$ cat config.mk
export PLATFORM = sky130hd
export DESIGN_NAME = pid_controller_anti_windup_unit
export DESIGN_NICKNAME = d
export VERILOG_FILES = /design/src/pid_aw_pkg.sv /design/src/pid_controller_anti_windup_unit.sv
export SDC_FILE = /design/constraint.sdc
export NUM_CORES = 2
export LEC_CHECK = 0
export BUFFER_PORTS_ARGS = -buffer_cell sky130_fd_sc_hd__buf_2
export CORE_AREA = 5 5 505 507
export CTS_BUF_LIST = sky130_fd_sc_hd__clkbuf_8
export DETAILED_ROUTE_END_ITERATION = 8
export DIE_AREA = 0 0 510 512
export GPL_TIMING_DRIVEN = 1
export PLACE_DENSITY = 0.47
export SYNTH_ARGS = -nofsm -noshare
export SYNTH_HDL_FRONTEND = slang
export SYNTH_SLANG_ARGS = --single-unit
$ cat constraint.sdc
create_clock -name i_clk -period 15.2 [get_ports i_clk]
set_clock_uncertainty 0.1 [all_clocks]
set_input_delay 2.28 -clock i_clk [delete_from_list [all_inputs] [get_ports i_clk]]
set_output_delay 2.28 -clock i_clk [all_outputs]
set_load 0.05 [all_outputs]
$ cat src/pid_aw_pkg.sv
// ----------------------------------------------------------------------------
// pid_aw_pkg
// Shared types and constants for the PID controller with integral clamp.
// ----------------------------------------------------------------------------
package pid_aw_pkg;

    localparam int FRAC_BITS  = 16;
    localparam int DATA_W     = 32;
    localparam int LIMIT_W    = 31;
    localparam int DIV_STEPS  = 32;
    localparam int DIV_CNT_W  = $clog2(DIV_STEPS);
    localparam int CFG_ADDR_W = 3;

    // time_step at or below this raw value (about 1 us) disables the D term
    localparam logic [DATA_W-1:0] DT_MIN_RAW = 32'd4295;

    localparam logic signed [DATA_W-1:0] S32_MAX = 32'sh7fff_ffff;
    localparam logic signed [DATA_W-1:0] S32_MIN = 32'sh8000_0000;

    typedef enum logic [CFG_ADDR_W-1:0] {
        CFG_PROP_GAIN   = 3'd0,
        CFG_INTEG_GAIN  = 3'd1,
        CFG_DERIV_GAIN  = 3'd2,
        CFG_INTEG_LIMIT = 3'd3,
        CFG_OUT_LIMIT   = 3'd4,
        CFG_TIME_STEP   = 3'd5
    } t_cfg_reg;

    typedef enum logic [3:0] {
        S_IDLE,
        S_MUL_P,
        S_MUL_DT,
        S_ACC,
        S_MUL_I,
        S_D_SETUP,
        S_DIV,
        S_RATE,
        S_MUL_D,
        S_D_TERM,
        S_SUM,
        S_DONE
    } t_state;

endpackage

$ cat src/pid_controller_anti_windup_unit.sv
// ----------------------------------------------------------------------------
// pid_controller_anti_windup_unit
// PID step engine: one shared 33x33 multiplier and a restoring divider
// under a small sequencer, integral clamp and output clamp.
// ----------------------------------------------------------------------------
//  channel | signals                                   | handshake
//  --------+-------------------------------------------+------------------
//  in      | i_mode, i_target, i_measured              | i_valid / o_ready
//  out     | o_drive, o_out_clamped, o_integ_clamped   | o_valid / i_ready
//  config  | i_cfg_addr, i_cfg_wdata                   | i_cfg_wr_en
//
//  A compute word runs its steps on the shared multiplier and, when the D term
//  divides, the one-bit-per-cycle divider; the divide is skipped when the
//  error change is at least time_step (rate saturates), the D term when
//  time_step is 4295 or less, and a clear word (mode 1) goes to the result.
//  o_ready is high only while the sequencer is idle; the result register
//  lets the next word start while a result waits, and the sequencer holds
//  in its last state until that register frees.
//  Reset (synchronous, active low) clears state, integral and last error.
// ----------------------------------------------------------------------------
module pid_controller_anti_windup_unit (
    input  logic                                  i_clk,
    input  logic                                  i_rst_n,
    // config
    input  logic                                  i_cfg_wr_en,
    input  logic [pid_aw_pkg::CFG_ADDR_W-1:0]     i_cfg_addr,
    input  logic [pid_aw_pkg::DATA_W-1:0]         i_cfg_wdata,
    // input words
    input  logic                                  i_valid,
    output logic                                  o_ready,
    input  logic                                  i_mode,
    input  logic signed [pid_aw_pkg::DATA_W-1:0]  i_target,
    input  logic signed [pid_aw_pkg::DATA_W-1:0]  i_measured,
    // result words
    output logic                                  o_valid,
    input  logic                                  i_ready,
    output logic signed [pid_aw_pkg::DATA_W-1:0]  o_drive,
    output logic                                  o_out_clamped,
    output logic                                  o_integ_clamped
);

    localparam int W = pid_aw_pkg::DATA_W;

    // saturate a 64-bit value to the signed 32-bit range
    function automatic logic signed [W-1:0] sat64(input logic signed [2*W-1:0] v);
        logic [W:0] top;
        top = v[2*W-1:W-1];
        if ((&top) || (~|top)) begin
            return v[W-1:0];
        end else if (v[2*W-1]) begin
            return pid_aw_pkg::S32_MIN;
        end else begin
            return pid_aw_pkg::S32_MAX;
        end
    endfunction

    // symmetric clamp, returns {hit, value}
    function automatic logic [W:0] clamp_sym(
        input logic signed [W+1:0]                  v,
        input logic [pid_aw_pkg::LIMIT_W-1:0]       lim
    );
        logic signed [W+1:0] lim_p;
        logic signed [W+1:0] lim_n;
        lim_p = $signed({3'b000, lim});
        lim_n = -lim_p;
        if (v > lim_p) begin
            return {1'b1, lim_p[W-1:0]};
        end else if (v < lim_n) begin
            return {1'b1, lim_n[W-1:0]};
        end else begin
            return {1'b0, v[W-1:0]};
        end
    endfunction

    // config registers
    logic signed [W-1:0]                    r_prop_gain;
    logic signed [W-1:0]                    r_integ_gain;
    logic signed [W-1:0]                    r_deriv_gain;
    logic [pid_aw_pkg::LIMIT_W-1:0]         r_integ_limit;
    logic [pid_aw_pkg::LIMIT_W-1:0]         r_out_limit;
    logic [W-1:0]                           r_time_step;

    // sequencer and datapath
    pid_aw_pkg::t_state                     r_state, n_state;
    logic signed [W-1:0]                    r_err, n_err;
    logic signed [W-1:0]                    r_integral, n_integral;
    logic signed [W-1:0]                    r_last_err, n_last_err;
    logic signed [W-1:0]                    r_p, n_p;
    logic signed [W-1:0]                    r_i, n_i;
    logic signed [W-1:0]                    r_d, n_d;
    logic signed [W-1:0]                    r_rate, n_rate;
    logic signed [W-1:0]                    r_sum, n_sum;
    logic                                   r_ihit, n_ihit;
    logic                                   r_ohit, n_ohit;
    logic                                   r_neg, n_neg;
    logic [W-1:0]                           r_rem, n_rem;
    logic [W-1:0]                           r_quo, n_quo;
    logic [pid_aw_pkg::DIV_CNT_W-1:0]       r_cnt, n_cnt;
    logic signed [2*W-1:0]                  r_prod;
    logic                                   r_out_valid, n_out_valid;
    logic signed [W-1:0]                    r_drive, n_drive;
    logic                                   r_out_clamped, n_out_clamped;
    logic                                   r_integ_clamped, n_integ_clamped;

    // shared multiplier
    logic signed [W:0]                      mul_a;
    logic signed [W:0]                      mul_b;
    logic signed [2*W+1:0]                  mul_y;

    assign mul_y = mul_a * mul_b;

    assign o_ready         = (r_state == pid_aw_pkg::S_IDLE);
    assign o_valid         = r_out_valid;
    assign o_drive         = r_drive;
    assign o_out_clamped   = r_out_clamped;
    assign o_integ_clamped = r_integ_clamped;

    always_ff @(posedge i_clk) begin
        if (!i_rst_n) begin
            r_prop_gain   <= '0;
            r_integ_gain  <= '0;
            r_deriv_gain  <= '0;
            r_integ_limit <= '1;
            r_out_limit   <= '1;
            r_time_step   <= '0;
        end else if (i_cfg_wr_en) begin
            case (i_cfg_addr)
                pid_aw_pkg::CFG_PROP_GAIN:   r_prop_gain   <= i_cfg_wdata;
                pid_aw_pkg::CFG_INTEG_GAIN:  r_integ_gain  <= i_cfg_wdata;
                pid_aw_pkg::CFG_DERIV_GAIN:  r_deriv_gain  <= i_cfg_wdata;
                pid_aw_pkg::CFG_INTEG_LIMIT: r_integ_limit <= i_cfg_wdata[pid_aw_pkg::LIMIT_W-1:0];
                pid_aw_pkg::CFG_OUT_LIMIT:   r_out_limit   <= i_cfg_wdata[pid_aw_pkg::LIMIT_W-1:0];
                pid_aw_pkg::CFG_TIME_STEP:   r_time_step   <= i_cfg_wdata;
                default: ;
            endcase
        end
    end

    always_ff @(posedge i_clk) begin
        if (!i_rst_n) begin
            r_state     <= pid_aw_pkg::S_IDLE;
            r_out_valid <= 1'b0;
            r_integral  <= '0;
            r_last_err  <= '0;
        end else begin
            r_state     <= n_state;
            r_out_valid <= n_out_valid;
            r_integral  <= n_integral;
            r_last_err  <= n_last_err;
        end
    end

    always_ff @(posedge i_clk) begin
        r_err           <= n_err;
        r_p             <= n_p;
        r_i             <= n_i;
        r_d             <= n_d;
        r_rate          <= n_rate;
        r_sum           <= n_sum;
        r_ihit          <= n_ihit;
        r_ohit          <= n_ohit;
        r_neg           <= n_neg;
        r_rem           <= n_rem;
        r_quo           <= n_quo;
        r_cnt           <= n_cnt;
        r_prod          <= mul_y[2*W-1:0];
        r_drive         <= n_drive;
        r_out_clamped   <= n_out_clamped;
        r_integ_clamped <= n_integ_clamped;
    end

    always_comb begin
        logic signed [W:0]    diff_in;
        logic signed [W:0]    diff_d;
        logic [W:0]           abs_d;
        logic signed [W+1:0]  acc_sum;
        logic signed [W+1:0]  pid_sum;
        logic [W:0]           clamped;
        logic [W:0]           rem2;
        logic [W:0]           ts_ext;
        logic signed [2*W-1:0] shifted;

        n_state         = r_state;
        n_err           = r_err;
        n_integral      = r_integral;
        n_last_err      = r_last_err;
        n_p             = r_p;
        n_i             = r_i;
        n_d             = r_d;
        n_rate          = r_rate;
        n_sum           = r_sum;
        n_ihit          = r_ihit;
        n_ohit          = r_ohit;
        n_neg           = r_neg;
        n_rem           = r_rem;
        n_quo           = r_quo;
        n_cnt           = r_cnt;
        n_drive         = r_drive;
        n_out_clamped   = r_out_clamped;
        n_integ_clamped = r_integ_clamped;
        n_out_valid     = r_out_valid && !i_ready;
        mul_a           = '0;
        mul_b           = '0;

        diff_in = {i_target[W-1], i_target} - {i_measured[W-1], i_measured};
        diff_d  = {r_err[W-1], r_err} - {r_last_err[W-1], r_last_err};
        abs_d   = diff_d[W] ? -diff_d : diff_d;
        acc_sum = {{2{r_integral[W-1]}}, r_integral}
                + {{2{r_prod[2*W-1]}}, r_prod[2*W-1:W]};
        pid_sum = {{2{r_p[W-1]}}, r_p} + {{2{r_i[W-1]}}, r_i}
                + {{2{r_d[W-1]}}, r_d};
        clamped = '0;
        rem2    = {r_rem, 1'b0};
        ts_ext  = {1'b0, r_time_step};
        shifted = r_prod >>> pid_aw_pkg::FRAC_BITS;

        case (r_state)
            pid_aw_pkg::S_IDLE: begin
                if (i_valid) begin
                    if (i_mode) begin
                        n_integral = '0;
                        n_last_err = '0;
                        n_sum      = '0;
                        n_ohit     = 1'b0;
                        n_ihit     = 1'b0;
                        n_state    = pid_aw_pkg::S_DONE;
                    end else begin
                        if (diff_in[W] != diff_in[W-1]) begin
                            n_err = diff_in[W] ? pid_aw_pkg::S32_MIN : pid_aw_pkg::S32_MAX;
                        end else begin
                            n_err = diff_in[W-1:0];
                        end
                        n_state = pid_aw_pkg::S_MUL_P;
                    end
                end
            end
            pid_aw_pkg::S_MUL_P: begin
                mul_a   = {r_prop_gain[W-1], r_prop_gain};
                mul_b   = {r_err[W-1], r_err};
                n_state = pid_aw_pkg::S_MUL_DT;
            end
            pid_aw_pkg::S_MUL_DT: begin
                n_p     = sat64(shifted);
                mul_a   = {r_err[W-1], r_err};
                mul_b   = {1'b0, r_time_step};
                n_state = pid_aw_pkg::S_ACC;
            end
            pid_aw_pkg::S_ACC: begin
                // floor(e*dt / 2^32) is the top word of the product
                clamped    = clamp_sym(acc_sum, r_integ_limit);
                n_integral = clamped[W-1:0];
                n_ihit     = clamped[W];
                n_state    = pid_aw_pkg::S_MUL_I;
            end
            pid_aw_pkg::S_MUL_I: begin
                mul_a   = {r_integ_gain[W-1], r_integ_gain};
                mul_b   = {r_integral[W-1], r_integral};
                n_state = pid_aw_pkg::S_D_SETUP;
            end
            pid_aw_pkg::S_D_SETUP: begin
                n_i        = sat64(shifted);
                n_last_err = r_err;
                n_neg      = diff_d[W];
                n_rem      = abs_d[W-1:0];
                n_quo      = '0;
                n_cnt      = '0;
                if (r_time_step <= pid_aw_pkg::DT_MIN_RAW) begin
                    n_d     = '0;
                    n_state = pid_aw_pkg::S_SUM;
                end else if (abs_d >= ts_ext) begin
                    // quotient is at least 2^32: rate saturates
                    n_rate  = diff_d[W] ? pid_aw_pkg::S32_MIN : pid_aw_pkg::S32_MAX;
                    n_state = pid_aw_pkg::S_MUL_D;
                end else begin
                    n_state = pid_aw_pkg::S_DIV;
                end
            end
            pid_aw_pkg::S_DIV: begin
                // restoring divide of |diff|*2^32 by time_step, one bit a cycle
                if (rem2 >= ts_ext) begin
                    n_rem = W'(rem2 - ts_ext);
                    n_quo = {r_quo[W-2:0], 1'b1};
                end else begin
                    n_rem = rem2[W-1:0];
                    n_quo = {r_quo[W-2:0], 1'b0};
                end
                n_cnt = r_cnt + 1'b1;
                if (r_cnt == pid_aw_pkg::DIV_CNT_W'(pid_aw_pkg::DIV_STEPS - 1)) begin
                    n_state = pid_aw_pkg::S_RATE;
                end
            end
            pid_aw_pkg::S_RATE: begin
                if (!r_neg) begin
                    n_rate = r_quo[W-1] ? pid_aw_pkg::S32_MAX : r_quo;
                end else if (r_quo[W-1] && (|r_quo[W-2:0])) begin
                    n_rate = pid_aw_pkg::S32_MIN;
                end else begin
                    n_rate = -r_quo;
                end
                n_state = pid_aw_pkg::S_MUL_D;
            end
            pid_aw_pkg::S_MUL_D: begin
                mul_a   = {r_deriv_gain[W-1], r_deriv_gain};
                mul_b   = {r_rate[W-1], r_rate};
                n_state = pid_aw_pkg::S_D_TERM;
            end
            pid_aw_pkg::S_D_TERM: begin
                n_d     = sat64(shifted);
                n_state = pid_aw_pkg::S_SUM;
            end
            pid_aw_pkg::S_SUM: begin
                clamped = clamp_sym(pid_sum, r_out_limit);
                n_sum   = clamped[W-1:0];
                n_ohit  = clamped[W];
                n_state = pid_aw_pkg::S_DONE;
            end
            pid_aw_pkg::S_DONE: begin
                if (!r_out_valid || i_ready) begin
                    n_drive         = r_sum;
                    n_out_clamped   = r_ohit;
                    n_integ_clamped = r_ihit;
                    n_out_valid     = 1'b1;
                    n_state         = pid_aw_pkg::S_IDLE;
                end
            end
            default: begin
                n_state = pid_aw_pkg::S_IDLE;
            end
        endcase
    end

endmodule

==> impl_metrics.json <==
{
  "syn-num-nets": 10100,
  "power.share.switching_pct": 51.9,
  "cts_htree_levels": 3,
  "vias_in_the_first_global_route": 61900,
  "netlist_top_cells_area": "sky130_fd_sc_hd__fa_1, sky130_fd_sc_hd__edfxtp_1, sky130_fd_sc_hd__ha_1",
  "cts.sinks": 605,
  "reg_to_reg_setup_timing_slack_ns": 3.61,
  "synth_most_common_cell": "sky130_fd_sc_hd__inv_1",
  "synth.ff_latch_count": 605,
  "antenna_found_initial": 13,
  "routed_via_density": 5.13,
  "status": "completed",
  "pre_cts_ws_ns": 3.76,
  "combined_global_route_utilization_of_all_metal_layers_pct": 21.5,
  "grt_max_degree": 76,
  "worst_pin_slew_ns": 1.28,
  "source_of_the_worst_hold_timing_path": "r_ohit",
  "ctsLongestPathBuffers": 3,
  "cp-end-kind": "flip-flop",
  "post_route_cells_drive_above_1_share_pct": 6.48,
  "pwr-share-comb_pct": 63.9,
  "initial_drt_pass_iterations": 6,
  "critical_path.reg2reg.endpoint": "r_prod[63]",
  "fp.dieArea_sq_um": 261000,
  "rsz_0062_raised_after_global_routing": "no",
  "ratio_of_total_power_to_cell_area_nw_per_um2": 130,
  "critical_path.reg2reg.startpoint": "r_state[2]",
  "max-vdd-ir-drop_v": 0.0000895,
  "ios": 141,
  "die_width_um": 510,
  "yosys.area.top_type": "sky130_fd_sc_hd__fa_1",
  "leakage_power_of_the_design_nw": 36.4,
  "synth_top_cells_by_count": "sky130_fd_sc_hd__inv_1, sky130_fd_sc_hd__fa_1, sky130_fd_sc_hd__nand2_1, sky130_fd_sc_hd__nor2_1, sky130_fd_sc_hd__ha_1",
  "internal-power_w": 0.00510,
  "power.share.sequential_pct": 20.6,
  "final_nets": 10100,
  "worst_path_most_repeated_cell": "sky130_fd_sc_hd__fa_1",
  "async_set_or_reset_flop_fraction_in_the_synthesized_netlist_pct": 0,
  "fin_worst_hold_slack_ns": 0.319,
  "worst-r2r-cell-count": 34,
  "worst_hold_path_type": "flip-flop to flip-flop",
  "detail_route.drc_violations": 0,
  "grt_overflow_total": 0,
  "worstPathRequired_ns": 15.83,
  "clock_latency_ns": 0.86,
  "gp_congestion": 0.926,
  "setup.worst_path.class": "flip-flop to flip-flop",
  "area_growth_syn_to_layout_pct": 9.21,
  "synth_edf_count": 298,
  "hold_violations": 0,
  "routed_wire_length_per_instance_um": 24.1,
  "min_period_over_period_pct": 76.3,
  "synthFlopType": "sky130_fd_sc_hd__dfxtp_1",
  "fin_crit_ns": 11.59,
  "num-fill-cells": 26400,
  "vias": 60500,
  "cts_hold_buf": 0,
  "syn-cell-area_sq_um": 74500,
  "die_height_um": 512,
  "route.antenna.remaining_nets": 0,
  "number_of_rows_in_the_core_area": 184,
  "clkSlewWorstSetupHoldPaths_ns": 0.07,
  "crit_path_max_incr_delay_ns": 0.95,
  "cts_made_buffers": 106,
  "initialDrtViolationCount": 5101,
  "cts.repair_timing.setup_buffer_count": 0,
  "fp.coreArea_sq_um": 250000,
  "switching_power_w": 0.00550,
  "final-setup-viol-count": 0,
  "clock.fmax_mhz": 86.3,
  "synthesis.instances": 8360,
  "routed_wl_um": 284000,
  "final_core_util_pct": 32.5,
  "initial_utilization_pct": 29.8,
  "crit_path_start_kind": "flip-flop",
  "fin_ws_ns": 3.61,
  "crit_fanout": 43,
  "synth-warning-count": 0,
  "number_of_flip_flops_under_the_largest_register_name": 48,
  "maxCapViolCount": 0,
  "grt_pass1_wl_um": 418000,
  "setup.worst_path.start": "r_state[2]",
  "endpoint": "r_prod[63]",
  "yosysSeqAreaShare_pct": 20.3,
  "cts_tree": "built",
  "dp_hpwl_um": 217000,
  "clock_power_share_pct": 15.4,
  "avgSynthCellArea_sq_um": 8.91,
  "worst_case_headroom_to_the_max_slew_limit_pct": 14.6,
  "io_buffer_count": 140,
  "yosys.area.top_type_share_pct": 30.7,
  "synth_cell_types": 89,
  "critPathSlowestCell": "sky130_fd_sc_hd__and2_2",
  "largest_register": "r_prod",
  "final_max_slew_viol_count": 0,
  "cts-root-buf": "sky130_fd_sc_hd__clkbuf_8",
  "cts-resized-gates": 0,
  "cp_data_arrival_time_ns": 12.22,
  "totalNegativeSetupSlack_ns": 0
}
[through the flow]
step,instances,power [W],instance area [sq um]
floorplan,8360,0.00636,74500
global placement,11600,0.00891,79100
detailed placement,11600,0.00895,79100
CTS,11800,0.0106,81300
global route,11800,0.0114,81300
finish,11800,0.0106,81300
[routing by layer]
| metal | routed length [um] | global-route usage (%) |
|---|---|---|
| met1 | 123000 | 29.2 |
| met2 | 128000 | 33.9 |
| met3 | 18300 | 3.32 |
| met4 | 14400 | 9.01 |
| met5 | 27 | 0 |
[worst min-delay path by stage]
stage	to	slack [ns]	depth (start not counted)
5_1_grt	o_drive[16]	0.32	0
3_5_place_dp	o_drive[1]	0.30	0
4_1_cts	o_drive[1]	0.32	0
2_1_floorplan	o_drive[0]	0.30	0
6_report	o_out_clamped	0.32	0
3_3_place_gp	o_drive[16]	0.31	0
[cells in the final DEF (no fill, tap or decap), types with 14 or more instances in the layout]
cell,n
sky130_fd_sc_hd__and3_1,58
sky130_fd_sc_hd__inv_1,1375
sky130_fd_sc_hd__o21ai_1,20
sky130_fd_sc_hd__clkinv_2,17
sky130_fd_sc_hd__nor4_1,27
sky130_fd_sc_hd__a31oi_1,33
sky130_fd_sc_hd__buf_4,148
sky130_fd_sc_hd__nand2_1,1135
sky130_fd_sc_hd__o21ai_0,205
sky130_fd_sc_hd__o211ai_1,80
sky130_fd_sc_hd__o21a_1,46
sky130_fd_sc_hd__nand3b_1,14
sky130_fd_sc_hd__mux2i_1,16
sky130_fd_sc_hd__ha_1,533
sky130_fd_sc_hd__nor2_1,753
sky130_fd_sc_hd__nor2b_1,130
sky130_fd_sc_hd__fa_1,1140
sky130_fd_sc_hd__o31ai_1,15
sky130_fd_sc_hd__or3_1,30
sky130_fd_sc_hd__buf_2,139
sky130_fd_sc_hd__clkbuf_8,127
sky130_fd_sc_hd__nand2b_1,33
sky130_fd_sc_hd__a21boi_0,15
sky130_fd_sc_hd__edfxtp_1,298
sky130_fd_sc_hd__o21bai_1,22
sky130_fd_sc_hd__a21o_1,177
sky130_fd_sc_hd__nor3_1,91
sky130_fd_sc_hd__dfxtp_1,307
sky130_fd_sc_hd__xnor2_1,202
sky130_fd_sc_hd__a22oi_1,156
sky130_fd_sc_hd__nor3b_1,28
sky130_fd_sc_hd__and2_1,58
sky130_fd_sc_hd__a211oi_1,71
sky130_fd_sc_hd__nand4_1,65
sky130_fd_sc_hd__nand3_1,78
sky130_fd_sc_hd__or2_2,26
sky130_fd_sc_hd__a21oi_1,457
sky130_fd_sc_hd__xor2_1,77
[cell type report]
cell class,count,area [sq um],area share [%]
multi-input combinational,6000,53000,65.1
sequential,605,15100,18.6
inverter,1348,5060,6.22
tap,3348,4190,5.15
timing repair buffer,288,1810,2.23
clock buffer,127,1750,2.15
clock inverter,64,454,0.558
antenna,3,7.51,0.00923
[worst max-delay path, delay by kind of cell (launching register included)]
kind | cells | cell delay (ns)
AOI/OAI and AO/OA | 10 | 3.50
and+or+nand+nor | 7 | 1.92
xor gates and xnor gates | 1 | 0.14
adders and majority gates | 9 | 4.27
DFF | 1 | 0.81
buffers and inverters | 7 | 0.68
[kinds of logic after synthesis]
logic type / count (synthesis) / synth area share (%)
and+or+nand+nor: 2589 / 15.3
buffers and inverters: 1755 / 8.89
adders and majority gates: 1681 / 39.7
AOI/OAI and AO/OA: 1432 / 12.3
DFF: 605 / 20.3
xor gates and xnor gates: 279 / 3.28
muxes: 19 / 0.260
[power groups by stage]
stage / logic (W) / registers [W] / clock network (W)
finish: 0.00678 / 0.00219 / 0.00164
global route: 0.00742 / 0.00218 / 0.00176
CTS: 0.00679 / 0.00218 / 0.00168
detailed placement: 0.00674 / 0.00221 / 0
global placement: 0.00670 / 0.00221 / 0
floorplan: 0.00430 / 0.00206 / 0
(Power assumes the default switching activity.)
